--- src/hdl/qrv_pkg.sv ---
`default_nettype none
package qrv_pkg;
  localparam int COMP_W = 16;
  localparam int N_W    = 33;
  localparam int NUM_W  = 53;
  localparam int A_W    = 54;
  localparam int D_W    = N_W + 1;
  localparam int QB     = 17;
  localparam int DIV_LAT = 3 + QB;
  localparam int FRONT_LAT = 4;
  localparam logic signed [COMP_W-1:0] SAT_MAX = 16'sh7FFF;
  localparam logic signed [COMP_W-1:0] SAT_MIN = 16'sh8000;

  typedef struct packed {
    logic [QB-1:0] q;
    logic          ovf;
    logic          neg;
  } qrv_quot_t;
endpackage
`default_nettype wire

--- src/hdl/qrv_div.sv ---
`default_nettype none
module qrv_div
  import qrv_pkg::*;
(
  input  wire logic                    clk,
  input  wire logic                    en,
  input  wire logic signed [NUM_W-1:0] num,
  input  wire logic [N_W-1:0]          n,
  output qrv_quot_t                    quot
);
  // prep: magnitude, then dividend 2|num|+n and divisor 2n
  logic [A_W-1:0] mag;
  logic           neg0;
  logic [N_W-1:0] n0;
  logic [A_W-1:0] a1;
  logic [D_W-1:0] d1;
  logic           neg1;
  logic [A_W-1:0] rem  [0:QB];
  logic [QB-1:0]  qacc [0:QB];
  logic [D_W-1:0] dd   [0:QB];
  logic           ovf  [0:QB];
  logic           sgn  [0:QB];
  logic signed [NUM_W-1:0] absn;

  assign absn = num[NUM_W-1] ? -num : num;

  always_ff @(posedge clk) begin
    if (en) begin
      mag  <= A_W'($unsigned(absn));
      neg0 <= num[NUM_W-1];
      n0   <= n;
      a1   <= (mag << 1) + A_W'(n0);
      d1   <= {n0, 1'b0};
      neg1 <= neg0;
      rem[0]  <= a1;
      qacc[0] <= '0;
      dd[0]   <= d1;
      ovf[0]  <= a1 >= (A_W'(d1) << QB);
      sgn[0]  <= neg1;
    end
  end

  // one restoring step per stage, quotient MSB first
  for (genvar k = 0; k < QB; k++) begin : g_step
    logic [A_W-1:0] sh;
    logic           take;
    assign sh   = A_W'(dd[k]) << (QB - 1 - k);
    assign take = rem[k] >= sh;
    always_ff @(posedge clk) begin
      if (en) begin
        rem[k+1]  <= take ? rem[k] - sh : rem[k];
        qacc[k+1] <= qacc[k] | (QB'(take) << (QB - 1 - k));
        dd[k+1]   <= dd[k];
        ovf[k+1]  <= ovf[k];
        sgn[k+1]  <= sgn[k];
      end
    end
  end

  assign quot.q   = qacc[QB];
  assign quot.ovf = ovf[QB];
  assign quot.neg = sgn[QB];
endmodule
`default_nettype wire

--- config.mk ---
export PLATFORM = sky130hd
export DESIGN_NAME = qrv_div
export DESIGN_NICKNAME = d
export VERILOG_FILES = /design/src/hdl/qrv_pkg.sv /design/src/hdl/qrv_div.sv
export SDC_FILE = /design/constraint.sdc
export NUM_CORES = 2
export LEC_CHECK = 0
export BUFFER_PORTS_ARGS = -buffer_cell sky130_fd_sc_hd__buf_2
export CORE_ASPECT_RATIO = 1.25
export CORE_MARGIN = 4
export CORE_UTILIZATION = 30
export CTS_BUF_LIST = sky130_fd_sc_hd__clkbuf_16
export DETAILED_ROUTE_END_ITERATION = 16
export PLACE_DENSITY = 0.53
export SLEW_MARGIN = 20
export SYNTH_ARGS = -nofsm -noshare
export SYNTH_HDL_FRONTEND = slang
export SYNTH_SLANG_ARGS = --single-unit
--- constraint.sdc ---
create_clock -name clk -period 4.17 [get_ports clk]
set_input_delay 0.417 -clock clk [delete_from_list [all_inputs] [get_ports clk]]
set_output_delay 0.417 -clock clk [all_outputs]
set_load 0.02 [all_outputs]
==> flow_metrics.py <==
metrics = {
    "critical_path": {
        "worst_setup_path_start_kind": "flip-flop",
        "regToRegSetupSlack_ps": 80,
        "critPathCapture": "rem[14][47]",
        "rr_worst_depth": 15,
        "timing.critical_path.arrival_ps": 4680,
        "worst-endpoint-required_ps": 4760,
        "end_kind": "flip-flop",
        "crit-reg2reg-launch": "rem[13][0]",
        "worstReg2RegEnd": "rem[14][47]",
        "path_max_fanout": 5,
        "critPathKind": "reg -> reg",
        "critPathLaunch": "rem[13][0]",
    },
    "detailed_routing": {
        "route.antenna.remaining_nets": 0,
        "drtIter0Drc": 3350,
        "drt-wirelength-per-cell_um": 18.3,
        "average_via_count_per_standard_cell": 4.90,
        "wl_um": 257000,
        "first_pass_iters": 8,
        "route.detailed.drc": 0,
        "total_number_of_vias": 68800,
    },
    "global_routing": {
        "antenna_found_initial": 4,
        "gr-total-overflow": 0,
        "largest_net_degree_at_the_start_of_global_routing": 118,
        "wire_length_of_the_first_global_routing_pass_um": 398000,
        "gr_usage_total": 0.148,
        "first_global_vias": 73200,
    },
    "timing": {
        "skew_ps": 82.7,
        "layout_worst_path_cycle_share": 0.981,
        "worst_pin_slew_ps": 894,
        "post-route-min-period_ps": 4090,
        "fmaxAchievable_ghz": 0.244,
        "finalSetupViolCount": 0,
        "maxSlewViolCount": 0,
        "hold_violation_total_from_the_final_report": 0,
        "max-slew-margin-rel": 0.404,
        "worst_path_setup_slack_after_routing_ps": 79.3,
    },
    "floorplan": {
        "rows": 236,
        "design.core.area_um2": 331000,
        "floorplan.die.width_um": 524,
        "die_height_um": 652,
        "floorplan.initialDensity": 0.301,
        "i_o_pins": 107,
        "fp.dieArea_um2": 342000,
    },
    "pwr": {
        "worst_ir_drop_on_vdd_mv": 0.334,
        "swShare": 0.357,
        "power.internal_mw": 48.5,
        "power_frac_seq": 0.372,
        "p_leak_nw": 45.2,
        "share_of_power_burned_in_combinational_logic": 0.392,
        "power-per-cell-area_nw_per_um2": 650,
        "power.clock.fraction": 0.236,
        "p_sw_mw": 27.0,
    },
    "synth": {
        "dominant_combinational_cell_family_by_area_after_synthesis": "compound AO/OA/AOI/OAI gates",
        "postSynth.topFlopCell": "edfxtp_1",
        "netlist_top_cells_area": "edfxtp_1 55%, ha_1 7.9%, a21oi_1 3.6%",
        "syn_nets": 9615,
        "yosys.area_share.xor_xnor": 0.0647,
        "adder_cell_area_share_of_the_yosys_netlist": 0.0820,
        "cells_after_synth": 8884,
        "synth_common_cells": "1,825 x edfxtp_1, 757 x inv_1, 725 x a21oi_1",
        "yosysSeqAreaShare": 0.550,
        "postSynthRegisterBits": 1825,
        "synth_most_common_cell": "edfxtp_1",
        "post_syn_area_per_cell_um2": 11.2,
        "synthDominantCellAreaShare": 0.550,
        "synthesis.yosys.warnings": 0,
        "synth-simple-area-share": 0.113,
        "synthesis.area_um2": 99700,
        "async_reset_ff_frac": 0,
        "synth_cell_type_count": 104,
        "synth_compound_gate_area_share": 0.142,
        "synth_edf_count": 1825,
        "synth_largest_area_cell": "edfxtp_1",
        "synthMuxAreaShare": 0.00920,
    },
    "clock_network": {
        "cts-root-to-sink-buffers": 4,
        "cts.root.buffer_cell": "clkbuf_16",
        "htreeDepth": 4,
        "clkLatencyLatePin_ps": 910,
        "cts_made_buffers": 210,
        "clk_pin_slew_ps": 50,
        "numClockSinks": 1825,
        "cts_tree": "done",
    },
    "finish": {
        "nets": 10200,
        "layout.core_utilization": 0.351,
        "final_area_um2": 116000,
        "final.fill_count": 32600,
        "drive_gt1_frac": 0.0996,
        "syn2layout_area_growth_pct": 16.5,
    },
    "status": {
        "run_status": "finished clean",
    },
    "place": {
        "place.port_buffers": 106,
        "dp_slack_ps": -245,
        "detailed_place_hpwl_um": 202000,
        "gp_congestion": 0.984,
        "place_area_um2": 108000,
    },
    "min_path": {
        "hold_path.class": "in -> reg",
    },
    "job": {
        "cap_viol_max_count": 0,
    },
}
## how the worst min path moves through the flow
stage | startpoint | endpoint | slack, ps | depth (start not counted)
after floorplan | n0[0] | a1[0] | 400 | 0
after global placement | qacc[13][8] | qacc[14][8] | 400 | 0
after detailed placement | qacc[11][8] | qacc[12][8] | 400 | 0
after CTS | en | ovf[3] | 50 | 1
after global routing | en | n0[32] | 100 | 1
final | en | ovf[3] | 100 | 1
## worst max-delay path, cell delays in order, from the launching register on
cell,delay (ps)
edfxtp_1,390
ha_1,220
inv_1,80
fa_1,190
a21oi_1,110
o211ai_1,340
a221oi_2,110
buf_4,180
o21ai_1,380
a211oi_1,160
buf_4,200
o311a_2,440
a211o_1,290
or3_4,430
nor4_4,230
xor2_1,110
## cell type report
class                      instances  area (um^2)  area share
sequential                      1825        54800       0.472
tap                             4403         5510      0.0475
inverter                         764         2870      0.0247
timing repair buffer             612         5020      0.0432
multi-input combinational       6050        41200       0.355
antenna                            3         7.51   0.0000647
clock buffer                     212         5310      0.0457
clock inverter                   169         1350      0.0117
## stage by stage
stage / hold WS, ps / total power [mW] / std cells / setup TNS, ps
CTS: 52.6 / 76.0 / 14000 / 0
floorplan: 400 / 48.0 / 8884 / 0
detailed placement: 405 / 57.6 / 13500 / -2590
global route: 96.3 / 80.4 / 14000 / -11.0
finish: 101 / 75.5 / 14000 / 0
global placement: 400 / 57.1 / 13500 / -62540
## cells in the final DEF (no fill, tap or decap), drive strengths merged, types with 151 or more instances in the layout
cell type and count:
edfxtp 1825, inv 820, a21oi 725, nand2 712, ha 626, nor2 566
o21ai 559, buf 495, xnor2 403, a21o 342, xor2 333, clkbuf 212
nand4 151
## metal layers
layer,part of all wire,vias to the layer above,GRT usage
li1,-,34000,-
met1,0.32,32600,0.126
met2,0.57,1493,0.304
met3,0.027,765,0.0167
met4,0.085,0,0.109
met5,0,-,0
## power groups by stage
stage / clock network, mW / registers (mW) / logic [mW]
6_report: 17.8 / 28.1 / 29.6
2_1_floorplan: 0 / 27.4 / 20.6
3_3_place_gp: 0 / 28.4 / 28.7
3_5_place_dp: 0 / 28.4 / 29.2
5_1_grt: 19.3 / 28.5 / 32.7
4_1_cts: 18.5 / 28.1 / 29.5
## flip-flops by register name, indices dropped and copies added, names as in the netlist, 18 cells and up
register,cells
ovf,18
sgn,18
n0,33
qacc,153
rem,918
dd,544
a1,54
mag,53
d1,32
## timing repair
action,in CTS,in global routing
setup endpoints to repair,32,56
pin swaps,0,7
hold buffers,117,0
resized for setup,7,20
hold endpoints to repair,87,0
setup buffers,1,1
## cells by family (layout without fill, tap and decap cells)
family	Yosys count	count (layout)
compound gates	2279	2279
xor+xnor	736	736
fa+ha+maj	643	643
buf+inv	1009	1757
flops	1825	1825
mux	82	82
other cells	0	3
simple gates	2310	2310
No activity file was read; power rests on OpenSTA's default activity.
